**config.mk**
```make
export PLATFORM = sky130hd
export DESIGN_NAME = sorted_set_insert_delete
export DESIGN_NICKNAME = d
export VERILOG_FILES = /design/src/rtl/ssid_pkg.sv /design/src/rtl/sorted_set_insert_delete.sv /design/src/rtl/ssid_cell.sv
export SDC_FILE = /design/constraint.sdc
export NUM_CORES = 2
export LEC_CHECK = 0
export BUFFER_PORTS_ARGS = -buffer_cell sky130_fd_sc_hd__buf_2
export CAP_MARGIN = 20
export CORE_MARGIN = 5
export CORE_UTILIZATION = 45
export CTS_BUF_LIST = sky130_fd_sc_hd__clkbuf_8
export DETAILED_ROUTE_END_ITERATION = 6
export GPL_TIMING_DRIVEN = 0
export PLACE_DENSITY = 0.67
export SLEW_MARGIN = 20
export SYNTH_ARGS = -nofsm -noshare
export SYNTH_HDL_FRONTEND = slang
export SYNTH_SLANG_ARGS = --single-unit
```
**constraint.sdc**
```tcl
create_clock -name clk -period 6.65 [get_ports clk]
set_clock_uncertainty 0.1 [all_clocks]
set_input_delay 0.3325 -clock clk [delete_from_list [all_inputs] [get_ports clk]]
set_output_delay 0.3325 -clock clk [all_outputs]
set_load 0.05 [all_outputs]
```
**src/rtl/ssid_pkg.sv**
```systemverilog
// Shared types and constants for the sorted set insert/delete block.
`timescale 1ns / 1ps
`default_nettype none

package ssid_pkg;

    localparam int CAPACITY      = 16;
    localparam int KEY_W         = 32;
    localparam int COUNT_W       = $clog2(CAPACITY + 1);
    localparam int ENTRY_COUNT_W = 5;
    localparam int STATUS_W      = 3;

    typedef enum logic [0:0] {
        ACT_INSERT = 1'b0,
        ACT_DELETE = 1'b1
    } action_t;

    typedef enum logic [STATUS_W-1:0] {
        ST_OK        = 3'd0,
        ST_DUPLICATE = 3'd1,
        ST_NOT_FOUND = 3'd2,
        ST_EMPTY     = 3'd3,
        ST_FULL      = 3'd4
    } status_t;

    typedef enum logic [1:0] {
        S_IDLE,
        S_COMPARE,
        S_APPLY
    } ctrl_state_t;

    typedef struct packed {
        logic               action;
        logic signed [KEY_W-1:0] key_value;
    } req_t;

    typedef struct packed {
        logic [STATUS_W-1:0]      status;
        logic [ENTRY_COUNT_W-1:0] entry_count;
    } rsp_t;

    typedef struct packed {
        logic compare;
        logic ins;
        logic del;
    } cell_cmd_t;

endpackage

`default_nettype wire

```
**src/rtl/sorted_set_insert_delete.sv**
```systemverilog
// Top level: chain of sorted cells with a small sequencer and a result register.
//
//   channel | direction | payload | handshake
//   req     | in        | req_t   | req_valid / req_ready
//   rsp     | out       | rsp_t   | rsp_valid / rsp_ready
//
// An item is handled in order: accept and latch the key, compare in every cell,
// then apply the shift in every cell and load the result register.
// The next item is accepted once the chain is back in idle, even while a
// result still waits in the result register; apply holds while it is full.
// Reset clears all valid bits and the entry count; stored values need no reset.
`timescale 1ns / 1ps
`default_nettype none

module sorted_set_insert_delete (
    input  wire logic           clk,
    input  wire logic           rst_n,
    input  wire logic           req_valid,
    output logic                req_ready,
    input  wire ssid_pkg::req_t req,
    output logic                rsp_valid,
    input  wire logic           rsp_ready,
    output ssid_pkg::rsp_t      rsp
);
    import ssid_pkg::*;

    ctrl_state_t              state_reg;
    ctrl_state_t              state_next;
    logic                     action_reg;
    logic signed [KEY_W-1:0]  key_reg;
    logic [COUNT_W-1:0]       count_reg;
    logic [COUNT_W-1:0]       count_next;
    logic                     rsp_valid_reg;
    logic                     rsp_valid_next;
    rsp_t                     rsp_reg;
    rsp_t                     rsp_next;

    cell_cmd_t                cmd;
    logic signed [KEY_W-1:0]  cell_value [CAPACITY];
    logic [CAPACITY-1:0]      cell_valid;
    logic [CAPACITY-1:0]      cell_lt;
    logic [CAPACITY-1:0]      cell_eq;

    logic                     found;
    logic                     full;
    logic                     empty;
    logic                     apply_fire;
    status_t                  status;

    assign found = |cell_eq;
    assign full  = cell_valid[CAPACITY-1];
    assign empty = !cell_valid[0];

    assign req_ready  = (state_reg == S_IDLE);
    assign apply_fire = (state_reg == S_APPLY) && (!rsp_valid_reg || rsp_ready);

    genvar g;
    generate
        for (g = 0; g < CAPACITY; g++)
        begin : g_cell
            logic signed [KEY_W-1:0] lv;
            logic                    lvld;
            logic                    llt;
            logic signed [KEY_W-1:0] rv;
            logic                    rvld;

            if (g == 0)
            begin : g_first
                assign lv   = key_reg;
                assign lvld = 1'b1;
                assign llt  = 1'b1;
            end
            else
            begin : g_mid
                assign lv   = cell_value[g-1];
                assign lvld = cell_valid[g-1];
                assign llt  = cell_lt[g-1];
            end

            if (g == CAPACITY - 1)
            begin : g_last
                assign rv   = '0;
                assign rvld = 1'b0;
            end
            else
            begin : g_inner
                assign rv   = cell_value[g+1];
                assign rvld = cell_valid[g+1];
            end

            ssid_cell u_cell (
                .clk         (clk),
                .rst_n       (rst_n),
                .cmd         (cmd),
                .key         (key_reg),
                .left_value  (lv),
                .left_valid  (lvld),
                .left_lt     (llt),
                .right_value (rv),
                .right_valid (rvld),
                .value       (cell_value[g]),
                .valid       (cell_valid[g]),
                .lt          (cell_lt[g]),
                .eq          (cell_eq[g])
            );
        end
    endgenerate

    always_comb
    begin
        state_next     = state_reg;
        count_next     = count_reg;
        rsp_valid_next = rsp_valid_reg;
        rsp_next       = rsp_reg;
        cmd            = '0;
        status         = ST_OK;

        if (rsp_valid_reg && rsp_ready)
        begin
            rsp_valid_next = 1'b0;
        end

        if (action_reg == ACT_INSERT)
        begin
            if (found)
            begin
                status = ST_DUPLICATE;
            end
            else if (full)
            begin
                status = ST_FULL;
            end
        end
        else
        begin
            if (empty)
            begin
                status = ST_EMPTY;
            end
            else if (!found)
            begin
                status = ST_NOT_FOUND;
            end
        end

        case (state_reg)
            S_IDLE:
            begin
                if (req_valid)
                begin
                    state_next = S_COMPARE;
                end
            end
            S_COMPARE:
            begin
                cmd.compare = 1'b1;
                state_next  = S_APPLY;
            end
            S_APPLY:
            begin
                if (apply_fire)
                begin
                    if (status == ST_OK)
                    begin
                        if (action_reg == ACT_INSERT)
                        begin
                            cmd.ins    = 1'b1;
                            count_next = count_reg + 1'b1;
                        end
                        else
                        begin
                            cmd.del    = 1'b1;
                            count_next = count_reg - 1'b1;
                        end
                    end
                    rsp_next.status      = status;
                    rsp_next.entry_count = ENTRY_COUNT_W'(count_next);
                    rsp_valid_next       = 1'b1;
                    state_next           = S_IDLE;
                end
            end
            default:
            begin
                state_next = S_IDLE;
            end
        endcase
    end

    always_ff @(posedge clk or negedge rst_n)
    begin
        if (!rst_n)
        begin
            state_reg     <= S_IDLE;
            count_reg     <= '0;
            rsp_valid_reg <= 1'b0;
        end
        else
        begin
            state_reg     <= state_next;
            count_reg     <= count_next;
            rsp_valid_reg <= rsp_valid_next;
        end
    end

    always_ff @(posedge clk)
    begin
        rsp_reg <= rsp_next;
        if (req_valid && req_ready)
        begin
            action_reg <= req.action;
            key_reg    <= req.key_value;
        end
    end

    assign rsp_valid = rsp_valid_reg;
    assign rsp       = rsp_reg;

endmodule

`default_nettype wire

```
**src/rtl/ssid_cell.sv**
```systemverilog
// One storage cell of the sorted chain: holds a value, compares it and shifts.
`timescale 1ns / 1ps
`default_nettype none

module ssid_cell (
    input  wire logic                            clk,
    input  wire logic                            rst_n,
    input  wire ssid_pkg::cell_cmd_t             cmd,
    input  wire logic signed [ssid_pkg::KEY_W-1:0] key,
    input  wire logic signed [ssid_pkg::KEY_W-1:0] left_value,
    input  wire logic                            left_valid,
    input  wire logic                            left_lt,
    input  wire logic signed [ssid_pkg::KEY_W-1:0] right_value,
    input  wire logic                            right_valid,
    output logic signed [ssid_pkg::KEY_W-1:0]    value,
    output logic                                 valid,
    output logic                                 lt,
    output logic                                 eq
);
    import ssid_pkg::*;

    logic signed [KEY_W-1:0] value_reg;
    logic signed [KEY_W-1:0] value_next;
    logic                    valid_reg;
    logic                    valid_next;
    logic                    lt_reg;
    logic                    eq_reg;

    always_comb
    begin
        value_next = value_reg;
        valid_next = valid_reg;
        if (cmd.ins && !lt_reg)
        begin
            value_next = left_lt ? key : left_value;
            valid_next = valid_reg | left_valid;
        end
        else if (cmd.del && !lt_reg)
        begin
            value_next = right_value;
            valid_next = right_valid;
        end
    end

    always_ff @(posedge clk or negedge rst_n)
    begin
        if (!rst_n)
        begin
            valid_reg <= 1'b0;
            lt_reg    <= 1'b0;
            eq_reg    <= 1'b0;
        end
        else
        begin
            valid_reg <= valid_next;
            if (cmd.compare)
            begin
                lt_reg <= valid_reg && (value_reg < key);
                eq_reg <= valid_reg && (value_reg == key);
            end
        end
    end

    always_ff @(posedge clk)
    begin
        value_reg <= value_next;
    end

    assign value = value_reg;
    assign valid = valid_reg;
    assign lt    = lt_reg;
    assign eq    = eq_reg;

endmodule

`default_nettype wire

```
Yosys cells after proc, flatten, opt, wreduce, memory -nomap -nowiden

Index checks and enable logic that the tools add are counted.

Add/subtract/negate cells: 2
Equality and inequality tests: 20
Bitwise operators: 15
Magnitude comparators: 16
Muxes and demuxes: 98
Reduce and logical (&&, ||, !) cells: 106

Operators with widths:

| cell                                                | count |
|---|---|
| two-way mux 32 bit                                  | 47 |
| equality test 32 bit                                | 16 |
| < comparator 32 bit                                 | 16 |
| logical AND 1 bit                                   | 67 |
| two-way mux 1 bit                                   | 38 |
| nonzero test 2 bit                                  | 16 |
| logical NOT 1 bit                                   | 17 |
| OR reduction 16 bit                                 | 1 |
| OR 1 bit                                            | 15 |
| two-way mux 2 bit                                   | 7 |
| two-way mux 5 bit                                   | 2 |
| two-way mux 3 bit                                   | 3 |
| case mux 2 bit (3 select lines)                     | 1 |
| adder 5 x 1 -> 5 bit, second input constant         | 1 |
| subtractor 5 x 1 -> 5 bit, second input constant    | 1 |
| inequality test 2 bit, second input constant        | 2 |
| AND reduction 2 bit                                 | 2 |
| logical NOT 3 bit                                   | 1 |
| equality test 2 x 1 -> 1 bit, second input constant | 1 |
| equality test 2 bit, second input constant          | 1 |
| logical NOT 2 bit                                   | 1 |
| logical OR 1 bit                                    | 1 |

Register bits: 609
Input port bits: 37
Output and inout port bits: 10
Logic and storage cells: 328

Logic depth before layout (Yosys ltp)

Depth in word-level cells: 11
Gate-level depth with buffers: 10

Hierarchy

From an unflattened synthesis, not the netlist that was laid out.

Cells, all modules: 4,488
Area, all modules: 43,264.0 µm²

By module, submodules not included:

| module                   | area each (µm²) | sequential area each (µm²) | cells an instance | instances |
|---|---|---|---|---|
| ssid_cell                | 2,585.0         | 1,036.0                    | 274               | 16 |
| sorted_set_insert_delete | 1,904.3         | 1,431.4                    | 104               | 1 |

Worst setup path after synthesis

OpenSTA, ideal clock, no wires.

Path type: reg2reg
Start point: register rsp_valid_reg, in the netlist rsp_valid
End point: register g_cell[10].u_cell.value_reg[0] (enable)
Stages on the path, launching flop included: 7
Path buffers: 2
Arrival: 3.147 ns
Clock period less this slack: 3.668 ns
Library setup time: 0.421 ns
Slack: 2.982 ns
Cell sequence: dfrtp_1 nand2b_1 nor2b_1 nand2b_4 buf_6 clkbuf_1 nor2_1

Longest elaborated chain between the ends: 7
Elaborated cells on any way between the ends: 8

RTL lines:

| what                                        | RTL line                         | RTL |
|---|---|---|
| start: declaration                          | sorted_set_insert_delete.sv:33   | `logic rsp_valid_reg;` |
| start signal: assignment                    | sorted_set_insert_delete.sv:201  | `rsp_valid_reg <= rsp_valid_next;` |
| logical NOT 1 bit (*)                       | sorted_set_insert_delete.sv:55   | `assign apply_fire = (state_reg == S_APPLY) && (!rsp_valid_reg \|\| rsp_ready);` |
| logical OR 1 bit (*)                        | sorted_set_insert_delete.sv:55   |  |
| logical AND 1 bit (*)                       | sorted_set_insert_delete.sv:55   |  |
| two-way mux 2 bit (*)                       | sorted_set_insert_delete.sv:161  | `if (apply_fire)` |
| two-way mux 2 bit (*)                       | sorted_set_insert_delete.sv:146  | `case (state_reg)` |
| logical AND 1 bit, on equally long branches | ssid_cell.sv:38, ssid_cell.sv:33 |  |
| nonzero test 2 bit (no source line) (*)     | -                                |  |
| end signal: assignment                      | ssid_cell.sv:66                  | `value_reg <= value_next;` |
| end: declaration                            | ssid_cell.sv:22                  | `logic signed [KEY_W-1:0] value_reg;` |

Mark *: on every way between the ends. The rest lies on a longest branch, timed or not.
A chain may end at the register's enable or synchronous reset.

Final worst setup path

Start point: register key_reg[27], in the netlist g_cell[0].lv[27]
End point: register g_cell[1].u_cell.lt_reg

Longest elaborated chain between the ends: 2

RTL lines:

| what                     | RTL line                        | RTL |
|---|---|---|
| start: declaration       | sorted_set_insert_delete.sv:30  | `logic signed [KEY_W-1:0] key_reg;` |
| start signal: assignment | sorted_set_insert_delete.sv:211 | `key_reg <= req.key_value;` |
| < comparator 32 bit      | ssid_cell.sv:58                 | `lt_reg <= valid_reg && (value_reg < key);` |
| logical AND 1 bit        | ssid_cell.sv:58                 |  |
| end signal: assignment   | ssid_cell.sv:58                 |  |
| end: declaration         | ssid_cell.sv:26                 | `logic lt_reg;` |

No other way between the ends.

==> summary.md <==
| Metric | Value |
|---|---|
| Critical Path End Type | register |
| Finished Core Util | 0.506 |
| Standard-cell rows | 110 |
| FF+latch area | 0.0180 mm2 |
| Fin nets | about 4,600 |
| RR Endpoint | g_cell[1].u_cell.lt$_DFFE_PN0N_ |
| Register area share after synthesis | 0.442 |
| Num CTS Buffers | between 100 and 150 |
| Critical Path Start | g_cell[0].lv[27]$_DFFE_PP_ |
| Skew-Pair Late Insertion Delay | 760 ps |
| Largest net degree at the start of global routing | 57 |
| Post-Route WL | around 120 mm |
| Ys async rst share | 0.0920 |
| Area of the multi-input gates | about 0.022 mm2 |
| Max-cap viol count | 0 |
| Initial antenna violation count | 3 |
| I/O Buffers | 46 |
| Worst R2R Path Depth | 10 |
| Starting Density | 0.453 |
| Unique masters post-synth | 66 |
| Crit-path cells | clkbuf_1, clkbuf_1, inv_1, ha_1, nand4_1, nor4_1, nor3b_1, o311a_1, a2111oi_0, a221o_1 |
| Startpoint types | register |
| Dpl cell area | 0.0430 mm2 |
| Post-Place Setup Slack | 1820 ps |
| Syn nets | ~4,400 |
| Post-route setup TNS | 0 ps |
| First-pass GRT wire length | approximately 180 mm |
| Final WS setup | 1630 ps |
| YS warnings | 0 |
| Hold Path Class | input pin to asynchronous set/reset pin |
| ANT nets after route | 0 |
| DR iter-0 viols | around 2,400 |
| Most frequently used flop master after synthesis | edfxtp_1 |
| CP Data Arrival Time | approximately 5600 ps |
| Final setup fails | 0 |
| H-tree levels | 3 |
| Met2 Resource Use GR | 0.394 |
| Reg2Reg Setup Slack | around 1600 ps |
| Routed WL per cell | about 22 um |
| Clock root cell | clkbuf_8 |
| Leakage dissipation | 18.7 nW |
| Gr ovfl total | 0 |
| Die Wd | slightly above 300 um |
| Pwr dens | ~300 mW/mm2 |
| Yosys top cell by area | edfxtp_1 |
| Post-synth EDFFs | 553 |
| Synth top area share | 0.407 |
| GRT Max-Usage Layer | met2 |
| Top-level I/O count | 47 |
| M1 GR Usage | 0.306 |
| Worst path most repeated cell | clkbuf_1 |
| Crit path buf inv count | 3 |
| Worst Max-Slew Pin Slew | 1020 ps |
| Fill cells | about 8,300 |
| Total GRT Usage | 0.233 |
| R2R Path Start | g_cell[0].lv[27]$_DFFE_PP_ |
| Top post-synthesis cells by area | edfxtp_1 (41%), ha_1 (16%), mux2i_1 (12%) |
| Share of cells above drive strength 1 | 0.0708 |
| Postcts setup bufs | 0 |
| Top-count cell post-synth | nand2_1 |
| Slowest CP cell | nor3b_1 |
| Mapped cell area | approximately 0.04 mm2 |
| CTS tree | done |
| Post-CTS Hold Fix Bufs | 36 |
| Max stage delay on crit path | between 700 and 800 ps |
| Final Max Slew Viols | 0 |
| Die area | around 0.097 mm2 |
| Critical Path Sink | g_cell[1].u_cell.lt$_DFFE_PN0N_ |
| Outcome | finished clean |
| Max reg flops | 512 |
| Syn Inst Count | between 3,000 and 4,000 |
| Clock buffer depth | 3 |
| Vias | about 31,000 |
| Residual DRC count | 0 |
| Minimum clock period | 5020 ps |
| Final hold viol count | 0 |
| Vias in the first global route | between 30,000 and 40,000 |
| Slew HR | 0.317 |
| Avg Synthesized Cell Area | 10.5 um2 |
| Pre-Repair DR Iteration Count | 5 |
| Required @ worst endpoint | roughly 7200 ps |
| Clk slew on worst S/H paths | 60 ps |
| Dpl hpwl | approximately 96 mm |
| Synth cell count leaders | nand2_1 (589), edfxtp_1 (553), o21ai_0 (521), ha_1 (515), mux2i_1 (480) |
| Clk sinks | between 600 and 700 |
| Final Instance Area | ~0.046 mm2 |
| Area of the core | around 0.09 mm2 |
| Post_cts resized | 0 |
| M3 GR Usage | 0.0298 |
| CP top delay family | buffers and inverters |
| Maximum vdd drop | approximately 180 uV |
| Vias/cell | 5.84 |
| Worst setup path category | register to register |
| Fin crit share | 0.755 |
| F_max | 199 MHz |
| RD Place Congestion | 0.923 |
| Unrepaired setup endpoints after global routing | no |
| Area delta synth->final | 11.8% |
| Die height | between 300 and 400 um |
| Worst path depth | 10 |
| Number of synthesized register bits | a little over 600 |
| CP max FO | 16 |
power breakdown:
group / switching [W] / internal [W] / total [W]
registers: 0.000367 / 0.00487 / 0.00523
logic: 0.00310 / 0.00192 / 0.00503
clock network: 0.00169 / 0.00184 / 0.00352
through the flow:
| step | instances | total power [W] | hold slack [ps] |
|---|---|---|---|
| after floorplan | 3885 | 0.00869 | -63.1 |
| after global placement | 5107 | 0.00996 | 351 |
| after detailed placement | 5124 | 0.0102 | 351 |
| after CTS | 5368 | 0.0138 | 99.9 |
| after global routing | 5369 | 0.0145 | 154 |
| final | 5370 | 0.0138 | 138 |
cell usage in the layout (no fill, tap or decap), types with 21 or more instances in the layout:
cell           count
a21o_1            61
edfxtp_1         553
nand3_1           46
nor4_1            21
dfrtp_1           56
o21ai_0          521
nor2b_1           30
ha_1             515
mux2_2            33
clkbuf_8         129
clkbuf_1         210
mux2i_1          480
dlygate4sd3_1     36
nor3_1            22
a21oi_1          209
nand2_1          589
inv_1            134
nand4_1           95
nor2_1            89
buf_2             69
o21a_1            26
per-layer routing:
metal | share of wire | routed length (um)
met2 | 0.47 | 54900
met4 | 0.039 | 4580
met5 | 0.00035 | 41
met1 | 0.44 | 51200
met3 | 0.055 | 6430
how the worst min path moves through the flow:
stage,from,endpoint,slack (ps),cells after the start
after global placement,g_cell[5].u_cell.eq$_DFFE_PN0N_,g_cell[5].u_cell.eq$_DFFE_PN0N_,350,2
after CTS,rst_n,g_cell[12].u_cell.valid$_DFFE_PN0P_,100,2
after floorplan,rst_n,count_reg[0]$_DFFE_PN0P_,-60,0
after detailed placement,rst_n,count_reg[4]$_DFFE_PN0P_,350,1
after global routing,req[17],g_cell[0].lv[17]$_DFFE_PP_,150,2
final,rst_n,g_cell[12].u_cell.valid$_DFFE_PN0P_,140,2
layout make-up:
type / count / share of cell area
Clock inverter: 79 / 0.00857
Buffer: 245 / 0.0219
Sequential cell: 609 / 0.395
Timing Repair Buffer: 99 / 0.0230
Tap cell: 1176 / 0.0323
Clock buffer: 129 / 0.0390
Inverter: 75 / 0.00618
Multi-Input combinational cell: 2956 / 0.474
Antenna cell: 2 / 0.000110
cells by family (layout without fill, tap and decap cells):
| group | after synthesis | count (layout) | share of synthesized area |
|---|---|---|---|
| AOI/OAI and AO/OA | 925 | 925 | 0.128 |
| xor gates and xnor gates | 7 | 7 | 0.00150 |
| adders and majority gates | 516 | 516 | 0.159 |
| buffers and inverters | 320 | 627 | 0.0313 |
| DFF | 609 | 609 | 0.442 |
| muxes | 514 | 514 | 0.127 |
| other | 0 | 2 | 0 |
| and+or+nand+nor | 994 | 994 | 0.111 |
Power figures use the tool's default switching activity.
